### src/design/prq_pkg.sv
// Package: shared sizes, codes and link-store port structs for the ready queue.
`timescale 1ns / 1ps

package prq_pkg;

  localparam int TASK_COUNT  = 32;
  localparam int LEVEL_COUNT = 4;
  localparam int TASK_W      = $clog2(TASK_COUNT);
  localparam int LEVEL_W     = $clog2(LEVEL_COUNT);

  typedef logic [TASK_W-1:0]  task_t;
  typedef logic [LEVEL_W-1:0] level_t;

  typedef enum logic [1:0] {
    FUNC_APPEND = 2'd0,
    FUNC_INSERT = 2'd1,
    FUNC_REMOVE = 2'd2,
    FUNC_PICK   = 2'd3
  } func_t;

  typedef enum logic {
    ST_IDLE = 1'b0,
    ST_EXEC = 1'b1
  } state_t;

  // One write per table per cycle.
  typedef struct packed {
    logic   next_we;
    task_t  next_addr;
    task_t  next_data;
    logic   prev_we;
    task_t  prev_addr;
    task_t  prev_data;
    logic   level_we;
    task_t  level_addr;
    level_t level_data;
  } link_wr_t;

  typedef struct packed {
    task_t  next;
    task_t  prev;
    level_t level;
  } link_rd_t;

endpackage

### src/design/prq_link_store.sv
// Link store: per-task successor, predecessor and level tables, registered read.
`timescale 1ns / 1ps

module prq_link_store (
  input  logic              clk,
  input  logic              rd_en,
  input  prq_pkg::task_t    rd_addr,
  output prq_pkg::link_rd_t rd,
  input  prq_pkg::link_wr_t wr
);

  prq_pkg::task_t  next_mem  [prq_pkg::TASK_COUNT];
  prq_pkg::task_t  prev_mem  [prq_pkg::TASK_COUNT];
  prq_pkg::level_t level_mem [prq_pkg::TASK_COUNT];

  always_ff @(posedge clk) begin
    if (wr.next_we) begin
      next_mem[wr.next_addr] <= wr.next_data;
    end
    if (wr.prev_we) begin
      prev_mem[wr.prev_addr] <= wr.prev_data;
    end
    if (wr.level_we) begin
      level_mem[wr.level_addr] <= wr.level_data;
    end
  end

  // Registered read of all three tables at one task.
  always_ff @(posedge clk) begin
    if (rd_en) begin
      rd.next  <= next_mem[rd_addr];
      rd.prev  <= prev_mem[rd_addr];
      rd.level <= level_mem[rd_addr];
    end
  end

endmodule

### src/design/priority_ready_queue_unit.sv
// Top level: multilevel priority ready queue with linked lists in memory.
`timescale 1ns / 1ps

// Usage
//   Command channel: drive func, task_id and prio_level with start high; the
//   command transfers at the rising edge where start is high and busy is low.
//   func selects append at tail, insert at head, remove task, or pick next.
//   Result channel: done is high for exactly one cycle, carrying picked_task,
//   picked_valid and status for that command. The receiver cannot stall;
//   sample the result in the cycle done is high.
// Command sequence
//   Each command runs as a read and then a write: the transfer edge reads the neighbor links
//   of the task from the link store, the next edge writes links back and
//   registers the result. done rises at the edge after the transfer; busy is
//   high only in the cycle between, so the next command can transfer at the
//   edge that ends the done cycle, and no command transfers while one executes.
//   This follows from the single read-then-write pass through the link store.
// Reset
//   rst (synchronous) empties all levels and marks every task unqueued; link
//   tables are not cleared, since they are only read for queued tasks.
// Rejects
//   Enqueue of a queued task or removal of an unqueued task returns status 1
//   and leaves all lists unchanged. A pick on empty levels returns zeros.

module priority_ready_queue_unit (
  input  logic                    clk,
  input  logic                    rst,
  input  logic                    start,
  output logic                    busy,
  input  logic [1:0]              func,
  input  prq_pkg::task_t          task_id,
  input  prq_pkg::level_t         prio_level,
  output logic                    done,
  output prq_pkg::task_t          picked_task,
  output logic                    picked_valid,
  output logic                    status
);

  // Control state
  prq_pkg::state_t state, state_next;
  logic [prq_pkg::TASK_COUNT-1:0]  task_queued, task_queued_next;
  logic [prq_pkg::LEVEL_COUNT-1:0] level_nonempty, level_nonempty_next;

  // Level head and tail pointers (payload, valid only while non-empty)
  prq_pkg::task_t level_head [prq_pkg::LEVEL_COUNT];
  prq_pkg::task_t level_tail [prq_pkg::LEVEL_COUNT];
  prq_pkg::task_t level_head_next [prq_pkg::LEVEL_COUNT];
  prq_pkg::task_t level_tail_next [prq_pkg::LEVEL_COUNT];

  // Command held across the execute cycle
  prq_pkg::func_t  cmd_func, cmd_func_next;
  prq_pkg::task_t  cmd_task, cmd_task_next;
  prq_pkg::level_t cmd_level, cmd_level_next;
  logic            cmd_ok, cmd_ok_next;

  // Result registers
  logic           done_next;
  prq_pkg::task_t picked_task_next;
  logic           picked_valid_next;
  logic           status_next;

  // Link store ports
  logic              rd_en;
  prq_pkg::task_t    rd_addr;
  prq_pkg::link_rd_t rd;
  prq_pkg::link_wr_t wr;

  // Pick selection
  prq_pkg::level_t pick_level;
  logic            pick_found;

  // Unlink helpers
  prq_pkg::level_t ul_level;
  logic            ul_first;
  logic            ul_last;

  prq_pkg::func_t in_func;

  assign in_func = prq_pkg::func_t'(func);
  assign busy    = (state == prq_pkg::ST_EXEC);

  prq_link_store u_link_store (
    .clk     (clk),
    .rd_en   (rd_en),
    .rd_addr (rd_addr),
    .rd      (rd),
    .wr      (wr)
  );

  // Highest-priority non-empty level: lowest index wins.
  always_comb begin
    pick_level = '0;
    for (int i = prq_pkg::LEVEL_COUNT - 1; i >= 0; i--) begin
      if (level_nonempty[i]) begin
        pick_level = prq_pkg::level_t'(i);
      end
    end
    pick_found = |level_nonempty;
  end

  always_ff @(posedge clk) begin
    if (rst) begin
      state          <= prq_pkg::ST_IDLE;
      task_queued    <= '0;
      level_nonempty <= '0;
      done           <= 1'b0;
    end else begin
      state          <= state_next;
      task_queued    <= task_queued_next;
      level_nonempty <= level_nonempty_next;
      done           <= done_next;
    end
  end

  always_ff @(posedge clk) begin
    level_head   <= level_head_next;
    level_tail   <= level_tail_next;
    cmd_func     <= cmd_func_next;
    cmd_task     <= cmd_task_next;
    cmd_level    <= cmd_level_next;
    cmd_ok       <= cmd_ok_next;
    picked_task  <= picked_task_next;
    picked_valid <= picked_valid_next;
    status       <= status_next;
  end

  // Sequencer: IDLE takes a command and reads the links, EXEC writes back.
  always_comb begin
    state_next          = state;
    task_queued_next    = task_queued;
    level_nonempty_next = level_nonempty;
    level_head_next     = level_head;
    level_tail_next     = level_tail;
    cmd_func_next       = cmd_func;
    cmd_task_next       = cmd_task;
    cmd_level_next      = cmd_level;
    cmd_ok_next         = cmd_ok;
    done_next           = 1'b0;
    picked_task_next    = picked_task;
    picked_valid_next   = picked_valid;
    status_next         = status;
    rd_en               = 1'b0;
    rd_addr             = task_id;
    wr                  = '0;
    ul_level            = (cmd_func == prq_pkg::FUNC_PICK) ? cmd_level : rd.level;
    ul_first            = (level_head[ul_level] == cmd_task);
    ul_last             = (level_tail[ul_level] == cmd_task);

    unique case (state)
      prq_pkg::ST_IDLE: begin
        if (start) begin
          rd_en          = 1'b1;
          cmd_func_next  = in_func;
          cmd_level_next = prio_level;
          cmd_task_next  = task_id;
          unique case (in_func)
            prq_pkg::FUNC_APPEND,
            prq_pkg::FUNC_INSERT: cmd_ok_next = !task_queued[task_id];
            prq_pkg::FUNC_REMOVE: cmd_ok_next = task_queued[task_id];
            prq_pkg::FUNC_PICK: begin
              // Redirect the read to the head of the chosen level.
              cmd_ok_next    = pick_found;
              cmd_level_next = pick_level;
              cmd_task_next  = level_head[pick_level];
              rd_addr        = level_head[pick_level];
            end
            default: cmd_ok_next = 1'b0;
          endcase
          state_next = prq_pkg::ST_EXEC;
        end
      end

      prq_pkg::ST_EXEC: begin
        done_next         = 1'b1;
        picked_task_next  = '0;
        picked_valid_next = 1'b0;
        status_next       = 1'b0;
        state_next        = prq_pkg::ST_IDLE;

        unique case (cmd_func)
          prq_pkg::FUNC_APPEND: begin
            if (!cmd_ok) begin
              status_next = 1'b1;
            end else begin
              if (level_nonempty[cmd_level]) begin
                // Chain behind the old tail.
                wr.next_we   = 1'b1;
                wr.next_addr = level_tail[cmd_level];
                wr.next_data = cmd_task;
                wr.prev_we   = 1'b1;
                wr.prev_addr = cmd_task;
                wr.prev_data = level_tail[cmd_level];
              end else begin
                level_head_next[cmd_level]     = cmd_task;
                level_nonempty_next[cmd_level] = 1'b1;
              end
              level_tail_next[cmd_level] = cmd_task;
              wr.level_we                = 1'b1;
              wr.level_addr              = cmd_task;
              wr.level_data              = cmd_level;
              task_queued_next[cmd_task] = 1'b1;
            end
          end

          prq_pkg::FUNC_INSERT: begin
            if (!cmd_ok) begin
              status_next = 1'b1;
            end else begin
              if (level_nonempty[cmd_level]) begin
                // Chain ahead of the old head.
                wr.prev_we   = 1'b1;
                wr.prev_addr = level_head[cmd_level];
                wr.prev_data = cmd_task;
                wr.next_we   = 1'b1;
                wr.next_addr = cmd_task;
                wr.next_data = level_head[cmd_level];
              end else begin
                level_tail_next[cmd_level]     = cmd_task;
                level_nonempty_next[cmd_level] = 1'b1;
              end
              level_head_next[cmd_level] = cmd_task;
              wr.level_we                = 1'b1;
              wr.level_addr              = cmd_task;
              wr.level_data              = cmd_level;
              task_queued_next[cmd_task] = 1'b1;
            end
          end

          prq_pkg::FUNC_REMOVE,
          prq_pkg::FUNC_PICK: begin
            if (!cmd_ok) begin
              status_next = (cmd_func == prq_pkg::FUNC_REMOVE);
            end else begin
              if (cmd_func == prq_pkg::FUNC_PICK) begin
                picked_task_next  = cmd_task;
                picked_valid_next = 1'b1;
              end
              task_queued_next[cmd_task] = 1'b0;
              // Head's predecessor and tail's successor are never read,
              // so drop those writes.
              priority if (ul_first && ul_last) begin
                level_nonempty_next[ul_level] = 1'b0;
              end else if (ul_first) begin
                level_head_next[ul_level] = rd.next;
              end else if (ul_last) begin
                level_tail_next[ul_level] = rd.prev;
              end else begin
                wr.next_we   = 1'b1;
                wr.next_addr = rd.prev;
                wr.next_data = rd.next;
                wr.prev_we   = 1'b1;
                wr.prev_addr = rd.next;
                wr.prev_data = rd.prev;
              end
            end
          end

          default: status_next = 1'b0;
        endcase
      end

      default: state_next = prq_pkg::ST_IDLE;
    endcase
  end

endmodule
### config.mk
export PLATFORM = sky130hd
export DESIGN_NAME = priority_ready_queue_unit
export DESIGN_NICKNAME = d
export VERILOG_FILES = /design/src/design/prq_pkg.sv /design/src/design/prq_link_store.sv /design/src/design/priority_ready_queue_unit.sv
export SDC_FILE = /design/constraint.sdc
export NUM_CORES = 1
export LEC_CHECK = 0
export ABC_AREA = 1
export BUFFER_PORTS_ARGS = -buffer_cell sky130_fd_sc_hd__buf_2
export CAP_MARGIN = 5
export CORE_MARGIN = 5
export CORE_UTILIZATION = 40
export DETAILED_ROUTE_END_ITERATION = 16
export HOLD_SLACK_MARGIN = 0.1
export PLACE_DENSITY = 0.57
export SLEW_MARGIN = 20
export SYNTH_ARGS = -nofsm -noshare
export SYNTH_HDL_FRONTEND = slang
export SYNTH_SLANG_ARGS = --single-unit
export TNS_END_PERCENT = 50
### constraint.sdc
create_clock -name clk -period 9.7 [get_ports clk]
set_clock_uncertainty 0.15 [all_clocks]
set_input_delay 0.485 -clock clk [delete_from_list [all_inputs] [get_ports clk]]
set_output_delay 0.485 -clock clk [all_outputs]
set_load 0.01 [all_outputs]
==> impl_metrics.sql, run 1 <==
INSERT INTO impl_metrics (metric_group, metric, value, unit) VALUES
('grt', 'grt_first_pass_wirelength', '102600', 'µm'),
('clock_network', 'cts_tree', 'built', ''),
('logic_synthesis', 'synth_sequential_area_ratio', '0.6007', ''),
('placed_design', 'io_buffers', '20', ''),
('timing', 'relative_max_transition_margin', '0.2627', ''),
('floorplan', 'placement_rows', '89', ''),
('timing', 'timing_worst_slew_pin_value', '1.105', 'ns'),
('timing', 'rsz0062_at_grt', 'false', ''),
('timing', 'max_clock_freq', '209.7', 'MHz'),
('logic_synthesis', 'synth-main-ff-cell', 'sky130_fd_sc_hd__edfxtp_1', ''),
('floorplan', 'initial_core_util', '0.4044', ''),
('layout', 'most_common_cell_after_layout_fill_and_taps_aside', 'sky130_fd_sc_hd__nand2_1', ''),
('logic_synthesis', 'asyncSetResetFlopFracSynth', '0', ''),
('drt', 'vias_per_cell', '5.336', ''),
('grt', 'grt-ovfl-total', '0', ''),
('logic_synthesis', 'synth_cell_types', '42', ''),
('logic_synthesis', 'synth.avg_cell_area', '9.384', 'µm²'),
('floorplan', 'die_height', '254.5', 'µm'),
('setup_path', 'crit_path_end_kind', 'register', ''),
('clock_network', 'clock_root_buffer', 'sky130_fd_sc_hd__clkbuf_16', ''),
('floorplan', 'core-area', '59130', 'µm²'),
('setup_path', 'worst_r2r_endpoint', 'u_link_store.next_mem[10][3]$_DFFE_PP_', ''),
('logic_synthesis', 'synth_top_cell_area_share', '0.5689', ''),
('hold_path', 'worstHoldPathType', 'in -> reg', ''),
('pwr', 'vdd_ir_drop_max', '0.1488', 'mV'),
('drt', 'drc_errors', '0', ''),
('clock_network', 'clock_sink_count', '491', ''),
('drt', 'routed_wirelength', '66400', 'µm'),
('logic_synthesis', 'synth-edff-count', '453', ''),
('logic_synthesis', 'post-synth-top-area-cell', 'sky130_fd_sc_hd__edfxtp_1', ''),
('pwr', 'cell_internal_pwr', '3.736', 'mW'),
('setup_path', 'timing.critical_path.depth', '12', ''),
('grt', 'grt_pass1_vias', '17500', ''),
('grt', 'number_of_antenna_violations_at_the_first_check_in_global_routing', '0', ''),
('clock_network', 'tritoncts.num_buffers', '53', ''),
('logic_synthesis', 'synth_area', '23910', 'µm²'),
('placed_design', 'placed_cells', '3236', ''),
('floorplan', 'die_width', '254.5', 'µm'),
('setup_path', 'crit_required', '9.80', 'ns'),
('setup_path', 'path_cells', 'nand2_1, inv_1, a21oi_1, o21ai_2, nand2_2, inv_2, o21ai_0, a21oi_1, nand2_2, inv_2, nand2_2, nor2_1', ''),
('job', 'cap_violations', '0', ''),
('setup_path', 'startpoint_type', 'register', ''),
('drt', 'routedWlPerCell', '19.88', 'µm'),
('setup_path', 'critPathSlowestCell', 'sky130_fd_sc_hd__edfxtp_1', ''),
('pwr', 'power.density_cell_area', '189.0', 'nW/µm²'),
('setup_path', 'setup.worst_path.end', 'u_link_store.next_mem[10][3]$_DFFE_PP_', ''),
('layout', 'antenna_cells', '0', ''),
('timing', 'final_max_slew_viol_count', '0', ''),
('timing', 'hold_viol_final', '0', ''),
('pwr', 'power.share.switching', '0.2548', ''),
('layout', 'final_cell_mix', '495 x sky130_fd_sc_hd__nand2_1, 453 x sky130_fd_sc_hd__edfxtp_1, 435 x sky130_fd_sc_hd__inv_1', ''),
('setup_path', 'cp_top_family', 'simple AND/OR/NAND/NOR gates', ''),
('setup_path', 'crit_start', 'cmd_level[0]$_DFFE_PP_', ''),
('clock_network', 'max-clock-path-buffers', '3', ''),
('pwr', 'relative_contribution_of_sequential_cells_to_total_power', '0.468', ''),
('setup_path', 'critPathArrivalTime', '4.87', 'ns'),
('pwr', 'leakage', '10.83', 'nW'),
('pwr', 'power.share.combinational', '0.103', ''),
('drt', 'via_count', '17820', ''),
('layout', 'post_layout_nonfiller_instances', '3340', ''),
('placed_design', 'hpwl', '41680', 'µm'),
('drt', 'drt_first_pass_iters', '5', ''),
('timing', 'period_share', '0.4916', ''),
('timing', 'finalSetupViolCount', '0', ''),
('outcome', 'status', 'finished clean', ''),
('setup_path', 'cpPeakStageDelay', '0.61', 'ns'),
('drt', 'drt-initial-drc-count', '1709', ''),
('clock_network', 'clock_insertion_delay_worst_skew', '0.62', 'ns'),
('clock_network', 'cts_setup_buffers', '0', ''),
('pwr', 'pwr-share-clk', '0.429', ''),
('setup_path', 'setup.worst_path.class', 'reg -> reg', '');
==> Yosys cell counts, types with 2 or more instances <==
library cell,n
sky130_fd_sc_hd__nand2_1,498
sky130_fd_sc_hd__edfxtp_1,453
sky130_fd_sc_hd__inv_1,435
sky130_fd_sc_hd__nand3_1,423
sky130_fd_sc_hd__nor2_1,186
sky130_fd_sc_hd__nand3b_1,75
sky130_fd_sc_hd__o21ai_0,71
sky130_fd_sc_hd__clkbuf_1,63
sky130_fd_sc_hd__buf_2,42
sky130_fd_sc_hd__dfxtp_1,38
sky130_fd_sc_hd__a21oi_1,37
sky130_fd_sc_hd__o22ai_1,34
sky130_fd_sc_hd__nand2_2,31
sky130_fd_sc_hd__nor3_1,26
sky130_fd_sc_hd__nand3_2,19
sky130_fd_sc_hd__a211oi_1,15
sky130_fd_sc_hd__buf_1,11
sky130_fd_sc_hd__inv_2,11
sky130_fd_sc_hd__o221ai_1,8
sky130_fd_sc_hd__nor2_2,7
sky130_fd_sc_hd__clkinv_1,6
sky130_fd_sc_hd__nand2_4,6
sky130_fd_sc_hd__o21ai_1,6
sky130_fd_sc_hd__o21ai_2,6
sky130_fd_sc_hd__o211ai_1,5
sky130_fd_sc_hd__buf_6,4
sky130_fd_sc_hd__nand3_4,4
sky130_fd_sc_hd__a21oi_4,3
sky130_fd_sc_hd__a221o_1,3
sky130_fd_sc_hd__a22oi_1,3
sky130_fd_sc_hd__buf_4,3
sky130_fd_sc_hd__nand2_8,3
sky130_fd_sc_hd__nor2_4,3
sky130_fd_sc_hd__buf_8,2
==> layout make-up <==
class | instances | area [µm²]
clock buffer | 66 | 1446
clock inverter | 34 | 429.2
timing repair buffer | 44 | 290.3
fill | 5637 | 32610
sequential | 491 | 14360
tap | 773 | 967.2
multi-input combinational | 1479 | 7320
inverter | 453 | 1703
==> per-layer routing <==
layer / vias to the layer above / GRT usage / wire length [µm]
met5: - / 0 / 0
met4: 0 / 0.06060 / 1584
met3: 102 / 0.03763 / 4983
met2: 660 / 0.3304 / 31180
met1: 8652 / 0.2819 / 28650
li1: 8407 / - / -
==> worst min-delay path by stage <==
stage / start / end / slack (ns) / cells past startpoint
2_1_floorplan: register / register / 0.29 / 2
3_3_place_gp: register / register / 0.30 / 2
3_5_place_dp: register / register / 0.31 / 2
4_1_cts: rst / register / 0.25 / 2
5_1_grt: start / busy$_SDFF_PP0_ / 0.30 / 3
6_report: rst / register / 0.28 / 2
==> flip-flops by register name, indices dropped and copies added, names as in the netlist, 4 cells and up, named ones only <==
signal / cells
u_link_store.level_mem: 64
picked_task: 5
level_tail: 20
u_link_store.prev_mem: 160
level_head: 20
u_link_store.rd: 12
cmd_task: 5
level_nonempty: 4
u_link_store.next_mem: 160
==> power groups by stage <==
| stage | Combinational, mW | Sequential (mW) | Clock, mW |
|---|---|---|---|
| after global placement | 0.507 | 2.39 | 0 |
| after global routing | 0.567 | 2.34 | 2.28 |
| after detailed placement | 0.511 | 2.39 | 0 |
| after floorplan | 0.364 | 2.38 | 0 |
| after CTS | 0.514 | 2.34 | 2.19 |
| final | 0.515 | 2.34 | 2.15 |
==> per-stage QoR <==
step	utilization	worst slack, ns	total power, mW	hold WS, ns	instance area, µm²
floorplan	-	6.637	2.739	0.2872	23910
global placement	0.4159	5.044	2.897	0.3044	24590
detailed placement	0.4161	5.072	2.901	0.3060	24600
CTS	0.4485	5.049	5.051	0.2517	26520
global route	0.4485	4.742	5.196	0.2965	26520
finish	0.4485	4.931	5.013	0.2830	26520
==> logic make-up after synthesis <==
group           share of synthesized area
compound gates                    0.05112
buf+inv                           0.09570
simple gates                       0.2525
flops                              0.6007
==> repair_timing <==
item	4_1_cts	5_1_grt
endpoints found under the hold margin	5	0
hold buffers	4	0
resized for setup	0	0
Note: power is estimated with default switching activity, not from simulation.
==> inputs of run 2 (changes only) <==
- clock period: 9.7 -> 4.65 ns (I/O delays scaled with it)
==> run 2 against run 1 <==
  * Cell count up 0.42%
  * Wire length down 1.2%
  * Non-clock buffer count up 19
  * Clock power up 91%
  * Sequential power up 110%
  * Critical endpoint is now u_link_store.prev_mem[21][3]$_DFFE_PP_
  * Sequential cell count unchanged
  * Worst hold slack worse by 0.15 ns
  * Final area up 0.10%
  * Total power up 100%
  * Largest cell class unchanged
  * Global-route usage down 0.20 points
==> impl_metrics.sql, run 2 (synthesis results as in run 1) <==
INSERT INTO impl_metrics (metric_group, metric, value, unit) VALUES
('clock_network', 'cts_setup_buffers', '0', ''),
('setup_path', 'buf_inv_stages_crit_path', '2', ''),
('drt', 'via_count', '17660', ''),
('grt', 'largest_net_degree_at_the_start_of_global_routing', '121', ''),
('drt', 'vias_per_cell', '5.265', ''),
('timing', 'period_needed', '3.801', 'ns'),
('timing', 'max_clock_freq', '263.1', 'MHz'),
('drt', 'drt_first_pass_iters', '5', ''),
('grt', 'grt-ovfl-total', '0', ''),
('setup_path', 'cp_top_family', 'simple AND/OR/NAND/NOR gates', ''),
('drt', 'drt-initial-drc-count', '1675', ''),
('floorplan', 'placement_rows', '89', ''),
('floorplan', 'initial_core_util', '0.4044', ''),
('setup_path', 'path_max_fanout', '14', ''),
('clock_network', 'cts_tree', 'built', ''),
('grt', 'grt_pass1_vias', '17440', ''),
('setup_path', 'setup.worst_path.class', 'reg -> reg', ''),
('clock_network', 'clock_sink_count', '491', ''),
('floorplan', 'io_pins', '21', ''),
('setup_path', 'cpPeakStageDelay', '0.78', 'ns'),
('layout', 'biggestRegsByFlops', 'u_link_store.next_mem (160), u_link_store.prev_mem (160), u_link_store.level_mem (64)', ''),
('placed_design', 'io_buffers', '20', ''),
('drt', 'drc_errors', '0', ''),
('clock_network', 'clock_root_buffer', 'sky130_fd_sc_hd__clkbuf_16', ''),
('timing', 'relative_max_transition_margin', '0.3102', ''),
('clock_network', 'cts.clk_slew.worst_paths', '0.07', 'ns'),
('layout', 'post-route-util', '0.4490', ''),
('pwr', 'post-layout-total-power', '10.09', 'mW'),
('setup_path', 'critPathArrivalTime', '3.91', 'ns'),
('setup_path', 'timing.critical_path.depth', '16', ''),
('setup_path', 'worst-r2r-cell-count', '16', ''),
('timing', 'period_share', '0.8175', ''),
('outcome', 'status', 'finished clean', ''),
('setup_path', 'crit_path_end_kind', 'register', ''),
('setup_path', 'startpoint_type', 'register', ''),
('timing', 'hold_ws', '0.1376', 'ns'),
('timing', 'hold_viol_final', '0', ''),
('clock_network', 'cts-htree-levels', '2', ''),
('floorplan', 'core-area', '59130', 'µm²'),
('drt', 'routed_wirelength', '65570', 'µm'),
('timing', 'totalNegativeSetupSlack', '0', 'ns'),
('timing', 'postLayoutSetupSlackWorst', '0.8485', 'ns'),
('placed_design', 'hpwl', '43350', 'µm'),
('pwr', 'vdd_ir_drop_max', '0.2545', 'mV'),
('layout', 'antenna_cells', '0', ''),
('floorplan', 'die_area', '64770', 'µm²'),
('pwr', 'power.density_cell_area', '380.1', 'nW/µm²'),
('clock_network', 'max-clock-path-buffers', '3', ''),
('timing', 'rsz0062_at_grt', 'false', ''),
('floorplan', 'die_height', '254.5', 'µm'),
('layout', 'final_cell_mix', '495 x sky130_fd_sc_hd__nand2_1, 453 x sky130_fd_sc_hd__edfxtp_1, 435 x sky130_fd_sc_hd__inv_1', ''),
('layout', 'layout.filler_cells', '5639', ''),
('clock_network', 'tritoncts.num_buffers', '52', ''),
('drt', 'route.antenna.remaining_nets', '0', ''),
('timing', 'final_max_slew_viol_count', '0', ''),
('hold_path', 'worstHoldPathType', 'in -> reg', ''),
('timing', 'finalSetupViolCount', '0', ''),
('grt', 'global_route.usage.total', '0.2017', ''),
('timing', 'timing_worst_slew_pin_value', '1.034', 'ns'),
('setup_path', 'path_cells', 'nand2_8, o21ai_2, nand2_1, nand2_1, nand2_1, nand2_1, inv_1, nand2_1, nor2_2, nor2_4, nand3_1, nand2_1, nand2_2, inv_1, nand2_2, nor2_1', ''),
('placed_design', 'setup_ws_pre_cts', '0.8669', 'ns'),
('layout', 'drive_above_1_share', '0.09182', ''),
('placed_design', 'place_congestion', '0.9066', ''),
('layout', 'nets', '2552', ''),
('clock_network', 'clock_insertion_delay_worst_skew', '0.62', 'ns'),
('job', 'cap_violations', '0', ''),
('pwr', 'leakage', '10.89', 'nW'),
('setup_path', 'path_common_cell', 'sky130_fd_sc_hd__nand2_1', ''),
('layout', 'area_delta_synth_final', '11.02', '%'),
('grt', 'number_of_antenna_violations_at_the_first_check_in_global_routing', '0', ''),
('layout', 'most_common_cell_after_layout_fill_and_taps_aside', 'sky130_fd_sc_hd__nand2_1', ''),
('grt', 'grt_first_pass_wirelength', '101400', 'µm'),
('setup_path', 'critPathSlowestCell', 'sky130_fd_sc_hd__edfxtp_1', ''),
('floorplan', 'die_width', '254.5', 'µm'),
('setup_path', 'crit_required', '4.76', 'ns'),
('hold_path', 'hold_path_depth', '3', ''),
('drt', 'routedWlPerCell', '19.55', 'µm');
run 2: cell types whose count changed in the layout (fill, tap and decap cells not counted), sizes merged:
cell / delta
buf: +16
bufinv: -3
clkbuf: -3
clkinv: +7
clkinvlp: -5
dlygate4sd3: +3
inv: -1
run 2: per-stage QoR:
stage               std cells  cell area (µm²)
floorplan                2548            23910
global placement         3252            24790
detailed placement       3252            24790
CTS                      3354            26550
global route             3354            26550
finish                   3354            26550
run 2: final cells by class:
cell class              instances  area [µm²]  area share
well taps                     773       967.2     0.03643
clock buffers                  63        1364     0.05137
multi-input cells            1479        7311      0.2754
clock inverters                32       322.8     0.01216
flip-flops and latches        491       14360      0.5411
repair buffers                 63       515.5     0.01942
inverters                     453        1703     0.06415
run 2: final timing paths:
kind	start	to	slack (ns)
setup / recovery	cmd_func[1]$_DFFE_PP_	u_link_store.prev_mem[21][3]$_DFFE_PP_	0.85
hold reg to reg	register	register	0.31
setup reg to reg	cmd_func[1]$_DFFE_PP_	u_link_store.prev_mem[21][3]$_DFFE_PP_	0.85
hold / removal	task_id[0]	cmd_task[0]$_DFFE_PP_	0.14
run 2: repair_timing:
item	CTS	global route
resized for setup	0	0
endpoints found under the hold margin	29	0
hold buffers	7	0
run 2: power by group:
group / internal, mW / total, mW / switching [mW]
Sequential: 4.84 / 4.89 / 0.0452
Combinational: 0.302 / 1.10 / 0.796
Clock: 2.37 / 4.10 / 1.73
Total: 7.52 / 10.1 / 2.57
run 2: tightest hold or removal path, stage by stage:
cell and delay, ns:
sky130_fd_sc_hd__buf_2 0.23, sky130_fd_sc_hd__nand2_1 0.18, sky130_fd_sc_hd__nand2_1 0.09
run 2: routing by layer:
layer / wire length, µm / share of wire / vias to the layer above / GRT usage
met4: 1687 / 0.026 / 0 / 0.05554
met5: 0 / 0 / - / 0
met3: 4467 / 0.068 / 115 / 0.03936
met1: 28770 / 0.44 / 8530 / 0.2747
li1: - / - / 8430 / -
met2: 30640 / 0.47 / 583 / 0.3328
